$ cat src/rtl/imrot_pkg.sv
// ----------------------------------------------------------------------------
// imrot_pkg
// Shared types and constants of the nearest-neighbor image rotation block.
// ----------------------------------------------------------------------------
package imrot_pkg;

   localparam int COORD_W   = 6;
   localparam int DIM_W     = 7;
   localparam int ANGLE_W   = 16;
   localparam int DELTA_W   = COORD_W + 2;
   localparam int CHAN_W    = 8;
   localparam int PIX_W     = 3 * CHAN_W;
   localparam int CSR_IDX_W = 4;
   localparam int LATENCY   = 8;

   localparam logic REQ_LOAD  = 1'b0;
   localparam logic REQ_FETCH = 1'b1;

   localparam logic [CSR_IDX_W-1:0] CSR_IMAGE_WIDTH  = 4'd0;
   localparam logic [CSR_IDX_W-1:0] CSR_IMAGE_HEIGHT = 4'd1;
   localparam logic [CSR_IDX_W-1:0] CSR_COS_ANGLE    = 4'd2;
   localparam logic [CSR_IDX_W-1:0] CSR_SIN_ANGLE    = 4'd3;

   localparam logic [DIM_W-1:0]   WIDTH_RESET  = 7'd64;
   localparam logic [DIM_W-1:0]   HEIGHT_RESET = 7'd64;
   localparam logic [ANGLE_W-1:0] COS_RESET    = 16'd16384;
   localparam logic [ANGLE_W-1:0] SIN_RESET    = 16'd0;

   typedef struct packed {
      logic wr;
      logic rd;
      logic hit;
   } ctrl_type;

endpackage

$ cat src/rtl/imrot_transform.sv
// ----------------------------------------------------------------------------
// imrot_transform
// Five-stage coordinate pipeline: offset, multiply, sum, bounds and rounding,
// clamp and frame store address.
// ----------------------------------------------------------------------------
module imrot_transform #(
   parameter int MAX_WIDTH  = 64,
   parameter int MAX_HEIGHT = 64,
   parameter int FRAC_BITS  = 14,
   localparam int AW = $clog2(MAX_WIDTH * MAX_HEIGHT)
) (
   input  logic                                clock,
   input  logic                                reset,
   input  logic                                in_vld,
   input  logic                                in_fetch,
   input  logic [imrot_pkg::COORD_W-1:0]       in_x,
   input  logic [imrot_pkg::COORD_W-1:0]       in_y,
   input  logic [imrot_pkg::PIX_W-1:0]         in_pix,
   input  logic [imrot_pkg::DIM_W-1:0]         w_eff,
   input  logic [imrot_pkg::DIM_W-1:0]         h_eff,
   input  logic signed [imrot_pkg::ANGLE_W-1:0] cos_val,
   input  logic signed [imrot_pkg::ANGLE_W-1:0] sin_val,
   output imrot_pkg::ctrl_type                 ctrl_out,
   output logic [AW-1:0]                       addr_out,
   output logic [imrot_pkg::PIX_W-1:0]         pix_out
);
   import imrot_pkg::*;

   localparam int PROD_W = ANGLE_W + DELTA_W;
   localparam int BASE_W = FRAC_BITS + DIM_W + 1;
   localparam int SUM_W  = ((PROD_W > BASE_W) ? PROD_W : BASE_W) + 2;
   localparam logic [SUM_W-1:0] HALF = SUM_W'(1) << (FRAC_BITS - 1);

   logic [COORD_W-1:0] cx, cy;
   logic signed [SUM_W-1:0] cx_l, cy_l, wl, hl;

   // stage 1: offsets from the center
   logic                       s1_vld_ff, s1_fetch_ff, s1_wok_ff;
   logic [COORD_W-1:0]         s1_x_ff, s1_y_ff;
   logic [PIX_W-1:0]           s1_pix_ff;
   logic signed [DELTA_W-1:0]  s1_dx_ff, s1_dy_ff;
   // stage 2: products
   logic                       s2_vld_ff, s2_fetch_ff, s2_wok_ff;
   logic [COORD_W-1:0]         s2_x_ff, s2_y_ff;
   logic [PIX_W-1:0]           s2_pix_ff;
   logic signed [PROD_W-1:0]   s2_cdx_ff, s2_sdy_ff, s2_sdx_ff, s2_cdy_ff;
   // stage 3: rotated point
   logic                       s3_vld_ff, s3_fetch_ff, s3_wok_ff;
   logic [COORD_W-1:0]         s3_x_ff, s3_y_ff;
   logic [PIX_W-1:0]           s3_pix_ff;
   logic signed [SUM_W-1:0]    s3_rx_ff, s3_ry_ff;
   // stage 4: bounds and rounding
   logic                       s4_vld_ff, s4_fetch_ff, s4_wok_ff, s4_inside_ff;
   logic [COORD_W-1:0]         s4_x_ff, s4_y_ff;
   logic [PIX_W-1:0]           s4_pix_ff;
   logic [DIM_W-1:0]           s4_sx_ff, s4_sy_ff;
   // stage 5: address
   ctrl_type                   s5_ctrl_ff, s5_ctrl_in;
   logic [AW-1:0]              s5_addr_ff, s5_addr_in;
   logic [PIX_W-1:0]           s5_pix_ff;

   logic [SUM_W-1:0] rnd_x, rnd_y;
   logic [DIM_W-1:0] ax, ay;

   assign cx   = w_eff[DIM_W-1:1];
   assign cy   = h_eff[DIM_W-1:1];
   assign cx_l = SUM_W'({cx, {FRAC_BITS{1'b0}}});
   assign cy_l = SUM_W'({cy, {FRAC_BITS{1'b0}}});
   assign wl   = SUM_W'({w_eff, {FRAC_BITS{1'b0}}});
   assign hl   = SUM_W'({h_eff, {FRAC_BITS{1'b0}}});

   assign rnd_x = s3_rx_ff + HALF;
   assign rnd_y = s3_ry_ff + HALF;

   always_comb begin
      if (s4_fetch_ff) begin
         ax = (s4_sx_ff >= w_eff) ? w_eff - 7'd1 : s4_sx_ff;
         ay = (s4_sy_ff >= h_eff) ? h_eff - 7'd1 : s4_sy_ff;
      end else begin
         ax = DIM_W'(s4_x_ff);
         ay = DIM_W'(s4_y_ff);
      end
      s5_addr_in = AW'(ay) * AW'(MAX_WIDTH) + AW'(ax);
      s5_ctrl_in.wr  = s4_vld_ff && !s4_fetch_ff && s4_wok_ff;
      s5_ctrl_in.rd  = s4_vld_ff && s4_fetch_ff;
      s5_ctrl_in.hit = s4_inside_ff;
   end

   always_ff @(posedge clock) begin
      if (reset) begin
         s1_vld_ff  <= 1'b0;
         s2_vld_ff  <= 1'b0;
         s3_vld_ff  <= 1'b0;
         s4_vld_ff  <= 1'b0;
         s5_ctrl_ff <= '0;
      end else begin
         s1_vld_ff  <= in_vld;
         s2_vld_ff  <= s1_vld_ff;
         s3_vld_ff  <= s2_vld_ff;
         s4_vld_ff  <= s3_vld_ff;
         s5_ctrl_ff <= s5_ctrl_in;
      end
   end

   always_ff @(posedge clock) begin
      s1_fetch_ff <= in_fetch;
      s1_wok_ff   <= (32'(in_x) < MAX_WIDTH) && (32'(in_y) < MAX_HEIGHT);
      s1_x_ff     <= in_x;
      s1_y_ff     <= in_y;
      s1_pix_ff   <= in_pix;
      s1_dx_ff    <= signed'({2'b00, in_x} - {2'b00, cx});
      s1_dy_ff    <= signed'({2'b00, in_y} - {2'b00, cy});

      s2_fetch_ff <= s1_fetch_ff;
      s2_wok_ff   <= s1_wok_ff;
      s2_x_ff     <= s1_x_ff;
      s2_y_ff     <= s1_y_ff;
      s2_pix_ff   <= s1_pix_ff;
      s2_cdx_ff   <= PROD_W'(cos_val) * PROD_W'(s1_dx_ff);
      s2_sdy_ff   <= PROD_W'(sin_val) * PROD_W'(s1_dy_ff);
      s2_sdx_ff   <= PROD_W'(sin_val) * PROD_W'(s1_dx_ff);
      s2_cdy_ff   <= PROD_W'(cos_val) * PROD_W'(s1_dy_ff);

      s3_fetch_ff <= s2_fetch_ff;
      s3_wok_ff   <= s2_wok_ff;
      s3_x_ff     <= s2_x_ff;
      s3_y_ff     <= s2_y_ff;
      s3_pix_ff   <= s2_pix_ff;
      s3_rx_ff    <= SUM_W'(s2_cdx_ff) - SUM_W'(s2_sdy_ff) + cx_l;
      s3_ry_ff    <= SUM_W'(s2_sdx_ff) + SUM_W'(s2_cdy_ff) + cy_l;

      s4_fetch_ff  <= s3_fetch_ff;
      s4_wok_ff    <= s3_wok_ff;
      s4_x_ff      <= s3_x_ff;
      s4_y_ff      <= s3_y_ff;
      s4_pix_ff    <= s3_pix_ff;
      s4_inside_ff <= !s3_rx_ff[SUM_W-1] && (s3_rx_ff < wl) &&
                      !s3_ry_ff[SUM_W-1] && (s3_ry_ff < hl);
      s4_sx_ff     <= rnd_x[FRAC_BITS +: DIM_W];
      s4_sy_ff     <= rnd_y[FRAC_BITS +: DIM_W];

      s5_addr_ff <= s5_addr_in;
      s5_pix_ff  <= s4_pix_ff;
   end

   assign ctrl_out = s5_ctrl_ff;
   assign addr_out = s5_addr_ff;
   assign pix_out  = s5_pix_ff;

endmodule

$ cat config.mk
export PLATFORM = sky130hd
export DESIGN_NAME = imrot_transform
export DESIGN_NICKNAME = d
export VERILOG_FILES = /design/src/rtl/imrot_pkg.sv /design/src/rtl/imrot_transform.sv
export SDC_FILE = /design/constraint.sdc
export NUM_CORES = 1
export LEC_CHECK = 0
export ABC_AREA = 1
export BUFFER_PORTS_ARGS = -buffer_cell sky130_fd_sc_hd__buf_2
export CELL_PAD_IN_SITES_DETAIL_PLACEMENT = 1
export CELL_PAD_IN_SITES_GLOBAL_PLACEMENT = 2
export CORE_MARGIN = 2
export CORE_UTILIZATION = 35
export DETAILED_ROUTE_END_ITERATION = 16
export PLACE_DENSITY_LB_ADDON = 0.1
export REMOVE_ABC_BUFFERS = 1
export SYNTH_ARGS = -nofsm -noshare
export SYNTH_HDL_FRONTEND = slang
export SYNTH_SLANG_ARGS = --single-unit
$ cat constraint.sdc
create_clock -name clock -period 4.4 [get_ports clock]
set_input_delay 0.22 -clock clock [delete_from_list [all_inputs] [get_ports clock]]
set_output_delay 0.22 -clock clock [all_outputs]
set_load 0.01 [all_outputs]
After elaboration in Yosys (flattened, before gate mapping)
Cells that the tools add are included.

Register bits after elaboration: 364. Input port bits: 86. Output and inout port bits: 39.

$add $sub $neg: 11. Multiply operators: 4. Magnitude comparators: 4. Muxes and demuxes: 4. Reduce and logical (&&, ||, !) cells: 8.

Operators with widths (count): 16-bit by 7-bit multiplier with 23-bit output (4); 26-bit by 22-bit less-than comparator with 1-bit output (2); 21-bit by 14-bit adder with 21-bit output (second input constant) (2); 25-bit by 21-bit adder with 26-bit output (1); 24-bit by 21-bit adder with 25-bit output (1); 23-bit by 23-bit adder with 24-bit output (1); 23-bit by 23-bit subtractor with 24-bit output (1); 7-bit greater-or-equal comparator (2); 7-bit two-way mux (2); 6-bit by 6-bit subtractor with 7-bit output (2); 12-bit by 7-bit adder with 12-bit output (1); 6-bit two-way mux (2); 7-bit by 1-bit subtractor with 7-bit output (second input constant) (1); 6-bit by 1-bit subtractor with 6-bit output (second input constant) (1); 1-bit logical AND (5); 1-bit zero test (3).

Depth between registers and ports, before layout
Gate-level depths: netlist of run 1.

Depth in word-level cells: 4. Mapped depth: 23. Depth with buffers taken out: 22.

Worst setup path after synthesis of run 1
No wires, ideal clock.

Kind: reg2reg. Start point: register s1_dy_ff[6] (netlist name). End point: register s2_sdy_ff[16]. Setup time: 0.123 ns. Data arrival time: 4.380 ns. Path slack: -0.104 ns. Cell stages (with the launch flop): 19. Clock period less this slack: 4.504 ns. Cells stage by stage: dfxtp_1 -> inv_1 -> clkbuf_1 -> buf_1 -> nor2_1 -> fa_1 -> fa_1 -> fa_1 -> inv_1 -> fa_1 -> inv_1 -> ha_1 -> a21oi_1 -> o21ai_0 -> inv_1 -> nand2_1 -> a31oi_1 -> o21bai_1 -> xor2_1.

Word-level cells in the longest chain between the ends: 1.

Ends and longest elaborated chain: 16-bit by 7-bit multiplier with 23-bit output (RTL line imrot_transform.sv:120) `s2_sdy_ff <= PROD_W'(sin_val) * PROD_W'(s1_dy_ff);`; end signal: assignment (RTL line imrot_transform.sv:120); end: declaration (RTL line imrot_transform.sv:46) `logic signed [PROD_W-1:0] s2_cdx_ff, s2_sdy_ff, s2_sdx_ff, s2_cdy_ff;`.

No other way between the ends. A chain may end at the register's enable or synchronous reset.

Worst setup path after layout of run 1
Start point: register s1_dy_ff[2]. End point: register s2_cdy_ff[21].

Word-level cells in the longest chain between the ends: 1.

Ends and longest elaborated chain: start: declaration (RTL line imrot_transform.sv:41) `logic signed [DELTA_W-1:0] s1_dx_ff, s1_dy_ff;`; start signal: assignment (RTL line imrot_transform.sv:112) `s1_dy_ff <= signed'({2'b00, in_y} - {2'b00, cy});`; 16-bit by 7-bit multiplier with 23-bit output (RTL line imrot_transform.sv:122) `s2_cdy_ff <= PROD_W'(cos_val) * PROD_W'(s1_dy_ff);`; end signal: assignment (RTL line imrot_transform.sv:122); end: declaration (RTL line imrot_transform.sv:46).

No other way between the ends.

==> results of run 1 <==
==> worst min-delay path by stage <==
stage / from / endpoint / slack (ps)
detailed placement: s4_pix_ff[0]$_DFF_P_ / pix_out[0]$_DFF_P_ / 310
global route: h_eff[1] / s1_dy_ff[0]$_DFF_P_ / 60
floorplan: in_fetch / s1_fetch_ff$_DFF_P_ / 250
CTS: h_eff[1] / s1_dy_ff[0]$_DFF_P_ / 30
global placement: s4_pix_ff[1]$_DFF_P_ / pix_out[1]$_DFF_P_ / 310
finish: h_eff[1] / s1_dy_ff[0]$_DFF_P_ / 60
==> cell usage in the layout (no fill, tap or decap), types with 18 or more instances in the layout <==
master	n
sky130_fd_sc_hd__nor2_1	137
sky130_fd_sc_hd__ha_4	39
sky130_fd_sc_hd__buf_12	18
sky130_fd_sc_hd__nand4_1	29
sky130_fd_sc_hd__buf_4	265
sky130_fd_sc_hd__xor2_1	98
sky130_fd_sc_hd__o21ai_1	19
sky130_fd_sc_hd__nand2_1	697
sky130_fd_sc_hd__buf_2	124
sky130_fd_sc_hd__nor2_2	26
sky130_fd_sc_hd__xnor2_1	49
sky130_fd_sc_hd__inv_1	924
sky130_fd_sc_hd__clkbuf_16	49
sky130_fd_sc_hd__dfxtp_1	326
sky130_fd_sc_hd__dlygate4sd3_1	42
sky130_fd_sc_hd__a21oi_1	103
sky130_fd_sc_hd__inv_2	18
sky130_fd_sc_hd__fa_1	334
sky130_fd_sc_hd__a21oi_2	33
sky130_fd_sc_hd__o21ai_0	56
sky130_fd_sc_hd__nand3_1	74
sky130_fd_sc_hd__ha_1	248
sky130_fd_sc_hd__nor3_1	18
sky130_fd_sc_hd__nand2_2	47
==> per-stage QoR <==
step	hold WS (ps)	TNS, ps
3_5_place_dp	313	-1150
2_1_floorplan	248	-497
6_report	62.2	0
4_1_cts	31.5	-36.5
5_1_grt	61.4	-771
3_3_place_gp	309	-753
==> sequential cells by signal, summed over array words and instances, names as in the netlist, 13 cells and up <==
register and count:
s3_rx_ff 13, s2_cdy_ff 23, s4_pix_ff 24, s1_pix_ff 24, s3_pix_ff 24, s2_pix_ff 24
s2_cdx_ff 23, s2_sdy_ff 23, s2_sdx_ff 23, pix_out 24
==> cells by family (layout without fill, tap and decap cells) <==
kind of cell             after synthesis  after routing  synth area share (%)
other                                  0              1                     0
adder cells (fa/ha/maj)              639            639                  37.1
buffers and inverters               1021           1491                  13.4
AO/OA/AOI/OAI                        293            293                  5.79
XOR/XNOR                             150            150                  4.61
AND/OR/NAND/NOR                     1073           1073                  15.4
flip-flops                           337            337                  23.7
==> layer usage <==
metal	vias to the layer above	track usage [%]	wire [µm]	share of wire (%)
met4	8	3.78	1250	1.4
li1	11300	-	-	-
met1	11500	28.1	42400	47
met3	84	2.20	2960	3.3
met2	272	36.4	42700	48
met5	-	0	52	0.058
==> tightest hold or removal path, delay by kind of cell <==
family,cells,cell delay (ps)
fa+ha+maj,1,150
buf+inv,2,210
==> final cells by class <==
cell class / count / area (µm²) / area share [%]
repair buffers: 475 / 3850 / 10.7
multi-input cells: 2155 / 19200 / 53.1
inverters: 943 / 3540 / 9.81
flip-flops and latches: 337 / 6780 / 18.8
diodes: 1 / 2.50 / 0.00693
clock buffers: 47 / 1080 / 2.98
clock inverters: 26 / 337 / 0.932
well taps: 1060 / 1330 / 3.67
==> repair_timing <==
action	in CTS	in global routing
setup buffers	4	35
pin swaps	5	88
hold buffers	42	0
setup endpoints to repair	26	50
gates resized for setup	46	271
gates cloned	1	10
endpoints found under the hold margin	50	0
==> run summary, run 1 <==
## STA
• Tightest Pin Transition: 851 ps
• maximum clock rate: 230 MHz
• number of hold violations in the final report: 0
• final worst slack: 58.0 ps
• Setup Viol. Count Final: 0
• Worst slew margin: 42.8%
• RSZ-0062 raised after global routing: true
• count of pins over their slew limit: 0
• Clock Skew: 28.3 ps
• Final Cycle Share: 98.7%
• Period minus WS final: 4340 ps

## Clocking
• clock latency reported for the late side of the worst-skew pair: 580 ps
• Inserted Clock Buffers: 40
• clock root buffer master: sky130_fd_sc_hd__clkbuf_16
• clk slew on worst S/H paths: 60 ps
• TritonCTS clock tree: yes
• H-tree Lvls: 2
• maximum root-to-sink buffer count: 3
• number of clock sinks: 337

## Floorplanning
• # rows: 104
• starting density of the core: 35.4%
• vertical die dimension: 289 µm
• x dimension of the die: 289 µm
• number of I/O pins: 125
• Placeable Area: 80,500 µm²
• Die Area: 83,800 µm²

## Finish
• area grow syn2layout: 26.5%
• fin area: 36,100 µm²
• number of inserted filler cells in the final layout: 9,608
• share of final-layout standard cells stronger than drive strength 1: 19.3%
• final cell count without fillers: 5,044
• post-layout utilization of the core: 44.8%
• number of nets at the end of the flow: 4,677

## Logic synthesis
• most frequently used flop master after synthesis: sky130_fd_sc_hd__dfxtp_1
• most numerous cell types in the synthesized netlist: sky130_fd_sc_hd__inv_1 (938), sky130_fd_sc_hd__nand2_1 (740), sky130_fd_sc_hd__fa_1 (345)
• most common cell in the synthesized netlist: sky130_fd_sc_hd__inv_1
• post-synth top area share: 24.2%
• post-synthesis sequential area ratio: 23.7%
• Syn. warnings: 0
• register bit total from synthesis: 337
• average cell area after synthesis: 8.12 µm²
• top post-synthesis cells by area: sky130_fd_sc_hd__fa_1 (24%), sky130_fd_sc_hd__dfxtp_1 (24%), sky130_fd_sc_hd__ha_1 (13%)
• cell taking the most area after synthesis: sky130_fd_sc_hd__fa_1
• Cell variety after synth: 46
• number of flops mapped to enable cells by yosys: 0
• Mapped Area: 28,500 µm²
• gate count of the mapped netlist: 3,513
• post-synthesis async set-or-reset flop share: 0%

## Critical path
• CP Buf/Inv Count: 6
• largest driver fanout on the critical path: 7
• Worst setup EP type: flip-flop
• kind of cell adding the most delay to the critical path: adder cells
• worst flop-to-flop path startpoint: s1_dy_ff[2]$_DFF_P_
• critical setup path kind: reg2reg
• cell count along the critical path: 17
• cell at the slowest stage of the critical path: sky130_fd_sc_hd__fa_2
• flop-to-flop setup slack: 60 ps
• Worst Path Arrival: 4790 ps
• Critical Path Max Stage Delay: 630 ps
• Setup crit start kind: flip-flop
• data required time at the worst endpoint: 4850 ps
• Worst setup endpoint: s2_cdy_ff[21]$_DFF_P_
• first element of the critical path: s1_dy_ff[2]$_DFF_P_
• cell depth of the worst flop-to-flop path: 17
• end of the worst register-to-register path: s2_cdy_ff[21]$_DFF_P_
• chain of cells forming the critical path: buf_12, clkbuf_16, nand2_1, inv_1, fa_2, inv_2, fa_1, fa_2, fa_1, inv_1, ha_4, buf_4, a21oi_2, o21ai_0, a21oi_1, nand3_1, xor2_1

## Route
• count of TritonRoute iterations in the first routing pass: 5
• Residual DRC: 0
• number of vias in the routed layout: 23.2k
• Wirelength per Cell: 17.7 µm
• final wirelength: 89.4 mm
• final antenna-violating net count: 0
• Iteration-0 DRC Markers: 625
• drt via density: 4.60

## Worst hold path
• worst hold-check path type: in2reg
• Hold Path Depth: 3

## Placement
• GP Congestion: 0.846
• number of placed instances with taps included: 4,882
• worst setup timing slack at the placement stage: -184 ps
• placed cell areas: 32,400 µm²
• input/output buffers: 124
• placed wire-length estimate after detailed placement: 72.3 mm

## Global route
• pin count of the biggest net entering global routing: 28
• number of antenna violations at the first check in global routing: 7
• wire length of the first global-routing pass: 138 mm
• vias in the first global route: 25.9k
• total congestion overflow after global routing: 0
• total routing resource utilization after global routing: 20.9%

## Job
• total of max-cap violations: 0

## Status
• outcome: finished, final reports clean

Power of run 1 is left out: the tool's default activity adds up to more than one toggle a clock period on the data nets, which glitch-free logic cannot reach.
==> run 2: changes to the inputs <==
- ABC_AREA: 1 -> default
- CORE_UTILIZATION: 35 -> 37
==> run 2 against run 1 <==
Against the previous run:
- the flow now finishes with violations (setup timing)
- first-iteration DRC count shrank 21%
- final cell count shrank 18%
- synthesized area shrank 7.2%
- largest cell class unchanged
- fmax shrank 10%
- core utilization grew 3.5 points
- die area shrank 12%
- critical path depth grew 3
- highest routed layer is now met4
- design area shrank 4.9%
- count of clock-buffer cells in the layout grew 6
- synthesized cell count shrank 25%
- register-to-register slack lost 490 ps
==> run summary, run 2 <==
## Critical path
• Worst setup EP type: flip-flop, unchanged
• worst flop-to-flop path startpoint: s1_dy_ff[2]$_DFF_P_, unchanged
• Crit path top cell by count: sky130_fd_sc_hd__fa_1
• kind of cell adding the most delay to the critical path: adder cells, unchanged
• Setup crit start kind: flip-flop, unchanged
• Worst Path Arrival: 5320 ps, was 4790 ps
• end of the worst register-to-register path: s2_cdy_ff[21]$_DFF_P_, unchanged
• chain of cells forming the critical path: buf_12, buf_12, and2_4, fa_1, inv_2, fa_1, inv_1, fa_1, inv_2, fa_1, inv_2, ha_4, a21oi_4, o21ai_2, a21o_4, a21oi_4, nor3_2, or3_4, a2111o_1, o2111ai_1, was buf_12, clkbuf_16, nand2_1, inv_1, fa_2, inv_2, fa_1, fa_2, fa_1, inv_1, ha_4, buf_4, a21oi_2, o21ai_0, a21oi_1, nand3_1, xor2_1
• cell depth of the worst flop-to-flop path: 20, was 17
• Critical Path Max Stage Delay: 540 ps, was 630 ps
• largest driver fanout on the critical path: 7, unchanged
• flop-to-flop setup slack: -440 ps, was 60 ps
• CP Buf/Inv Count: 6, unchanged
• data required time at the worst endpoint: 4890 ps, was 4850 ps
• cell at the slowest stage of the critical path: sky130_fd_sc_hd__fa_1, was sky130_fd_sc_hd__fa_2
• critical setup path kind: reg2reg, unchanged

## Logic synthesis
• most frequently used flop master after synthesis: sky130_fd_sc_hd__dfxtp_1, unchanged
• most common cell in the synthesized netlist: sky130_fd_sc_hd__inv_1, unchanged
• cell taking the most area after synthesis: sky130_fd_sc_hd__fa_1, unchanged
• post-synthesis sequential area ratio: 25.5%, was 23.7%
• post-synthesis async set-or-reset flop share: 0%, unchanged
• Mapped Area: 26,500 µm², was 28,500 µm²
• most numerous cell types in the synthesized netlist: sky130_fd_sc_hd__inv_1 (487), sky130_fd_sc_hd__fa_1 (345), sky130_fd_sc_hd__and2_1 (341), was sky130_fd_sc_hd__inv_1 (938), sky130_fd_sc_hd__nand2_1 (740), sky130_fd_sc_hd__fa_1 (345)
• top post-synthesis cells by area: sky130_fd_sc_hd__fa_1 (26%), sky130_fd_sc_hd__dfxtp_1 (25%), sky130_fd_sc_hd__ha_1 (14%), was sky130_fd_sc_hd__fa_1 (24%), sky130_fd_sc_hd__dfxtp_1 (24%), sky130_fd_sc_hd__ha_1 (13%)
• post-synth top area share: 26.1%, was 24.2%
• gate count of the mapped netlist: 2,641, was 3,513
• average cell area after synthesis: 10.0 µm², was 8.12 µm²
• Syn. warnings: 0, unchanged
• number of flops mapped to enable cells by yosys: 0, unchanged
• Cell variety after synth: 64, was 46
• register bit total from synthesis: 337, unchanged

## Global route
• vias in the first global route: 22.0k, was 25.9k
• number of antenna violations at the first check in global routing: 5, was 7
• total congestion overflow after global routing: 0, unchanged
• total routing resource utilization after global routing: 20.4%, was 20.9%
• pin count of the biggest net entering global routing: 22, was 28
• wire length of the first global-routing pass: 119 mm, was 138 mm

## STA
• Final Cycle Share: 110%, was 98.7%
• Setup Viol. Count Final: 32, was 0
• count of pins over their slew limit: 0, unchanged
• final worst slack: -436 ps, was 58.0 ps
• setup total negative slack: -8100 ps, was 0 ps
• maximum clock rate: 207 MHz, was 230 MHz
• Worst slew margin: 28.8%, was 42.8%
• Clock Skew: 28.4 ps, was 28.3 ps
• Tightest Pin Transition: 1060 ps, was 851 ps
• RSZ-0062 raised after global routing: true, unchanged
• Period minus WS final: 4840 ps, was 4340 ps
• number of hold violations in the final report: 0, unchanged

## Clocking
• number of clock sinks: 337, unchanged
• clk slew on worst S/H paths: 60 ps, about the same
• H-tree Lvls: 2, unchanged
• clock latency reported for the late side of the worst-skew pair: 580 ps, about the same
• clock root buffer master: sky130_fd_sc_hd__clkbuf_16, unchanged
• TritonCTS clock tree: yes, unchanged
• maximum root-to-sink buffer count: 3, unchanged
• Inserted Clock Buffers: 40, unchanged

## Floorplanning
• x dimension of the die: 271 µm, was 289 µm
• number of I/O pins: 125, unchanged
• Die Area: 73,700 µm², was 83,800 µm²
• vertical die dimension: 271 µm, was 289 µm
• # rows: 98, was 104
• starting density of the core: 37.2%, was 35.4%
• Placeable Area: 71,100 µm², was 80,500 µm²

## Finish
• number of nets at the end of the flow: 3,858, was 4,677
• leading cell type in the layout, fill and taps excluded: sky130_fd_sc_hd__inv_1, unchanged
• most frequent cells in the layout: sky130_fd_sc_hd__inv_1 (452), sky130_fd_sc_hd__fa_1 (327), sky130_fd_sc_hd__dfxtp_1 (326), was sky130_fd_sc_hd__inv_1 (924), sky130_fd_sc_hd__nand2_1 (697), sky130_fd_sc_hd__fa_1 (334)
• share of final-layout standard cells stronger than drive strength 1: 26.2%, was 19.3%
• area grow syn2layout: 29.7%, was 26.5%
• final cell count without fillers: 4,117, was 5,044
• post-layout utilization of the core: 48.3%, was 44.8%

## Placement
• GP Congestion: 0.817, was 0.846
• number of placed instances with taps included: 3,934, was 4,882
• placed wire-length estimate after detailed placement: 59.1 mm, was 72.3 mm
• input/output buffers: 124, unchanged

## Worst hold path
• endpoint of the worst hold-timing path: s1_dy_ff[0]$_DFF_P_, unchanged
• Hold Path Depth: 3, unchanged
• Worst Hold Launch: h_eff[1], unchanged
• worst hold-check path type: in2reg, unchanged

## Route
• Iteration-0 DRC Markers: 493, was 625
• number of vias in the routed layout: 19.1k, was 23.2k
• Wirelength per Cell: 18.1 µm, was 17.7 µm
• count of TritonRoute iterations in the first routing pass: 6, was 5
• final wirelength: 74.5 mm, was 89.4 mm
• drt via density: 4.63, was 4.60
• Residual DRC: 0, unchanged
• final antenna-violating net count: 0, unchanged

## Job
• total of max-cap violations: 0, unchanged

## Status
• violated checks: setup timing
• outcome: finished, violations left, was finished, final reports clean

run 2: layout make-up:
cell class / count / area (µm²)
antenna: 2 / 5.00
clock buffer: 53 / 1140
clock inverter: 21 / 268
fill: 7829 / 36800
inverter: 488 / 1850
multi-input combinational: 1737 / 18900
sequential: 337 / 6780
tap: 950 / 1190
timing repair buffer: 529 / 4220
run 2: routing by layer:
metal	GRT usage [%]	wire length, µm	vias up
met1	25.3	31900	9545
li1	-	-	9198
met4	5.77	2180	0
met5	0	0	-
met3	2.27	2430	102
met2	37.4	38000	221
run 2: stage by stage:
step / hold WS (ps) / worst slack (ps) / cell area (µm²)
2_1_floorplan: 248 / -698 / 26100
3_3_place_gp: 310 / -763 / 30400
3_5_place_dp: 313 / -785 / 30400
4_1_cts: 6.71 / -458 / 33400
5_1_grt: 24.0 / -589 / 34300
6_report: 22.4 / -436 / 34300
run 2: kinds of logic (layout without fill, tap and decap cells):
group	count (synthesis)	count (layout)	share of synthesized area, %
XOR/XNOR	153	153	5.06
other	0	2	0
multiplexers	18	18	0.861
flip-flops	337	337	25.5
AND/OR/NAND/NOR	665	665	13.9
adder cells (fa/ha/maj)	639	639	40.0
AO/OA/AOI/OAI	262	262	6.56
buffers and inverters	567	1091	8.10
run 2: timing repair:
item | in CTS | in global routing
pin swaps | 98 | 155
gates resized for setup | 228 | 148
setup buffers | 46 | 39
endpoints found under the setup margin | 46 | 50
endpoints found under the hold margin | 48 | 0
hold buffers | 41 | 0
gates cloned | 2 | 1
run 2: worst max path at each step:
stage	start	end	slack, ps	cells past startpoint
after floorplan	s1_dx_ff[6]$_DFF_P_	s2_cdx_ff[22]$_DFF_P_	-700	17
after global placement	s1_dx_ff[6]$_DFF_P_	s2_cdx_ff[22]$_DFF_P_	-760	18
after detailed placement	s1_dx_ff[6]$_DFF_P_	s2_sdx_ff[22]$_DFF_P_	-780	21
after CTS	s1_dy_ff[1]$_DFF_P_	s2_cdy_ff[21]$_DFF_P_	-460	19
after global routing	s1_dy_ff[2]$_DFF_P_	s2_cdy_ff[21]$_DFF_P_	-590	20
final	s1_dy_ff[2]$_DFF_P_	s2_cdy_ff[21]$_DFF_P_	-440	20
run 2: tightest hold or removal path, stage by stage:
cell                    delay (ps)
sky130_fd_sc_hd__buf_2         150
sky130_fd_sc_hd__ha_1          140
sky130_fd_sc_hd__inv_1          30
Power of run 2 is left out for the same reason.
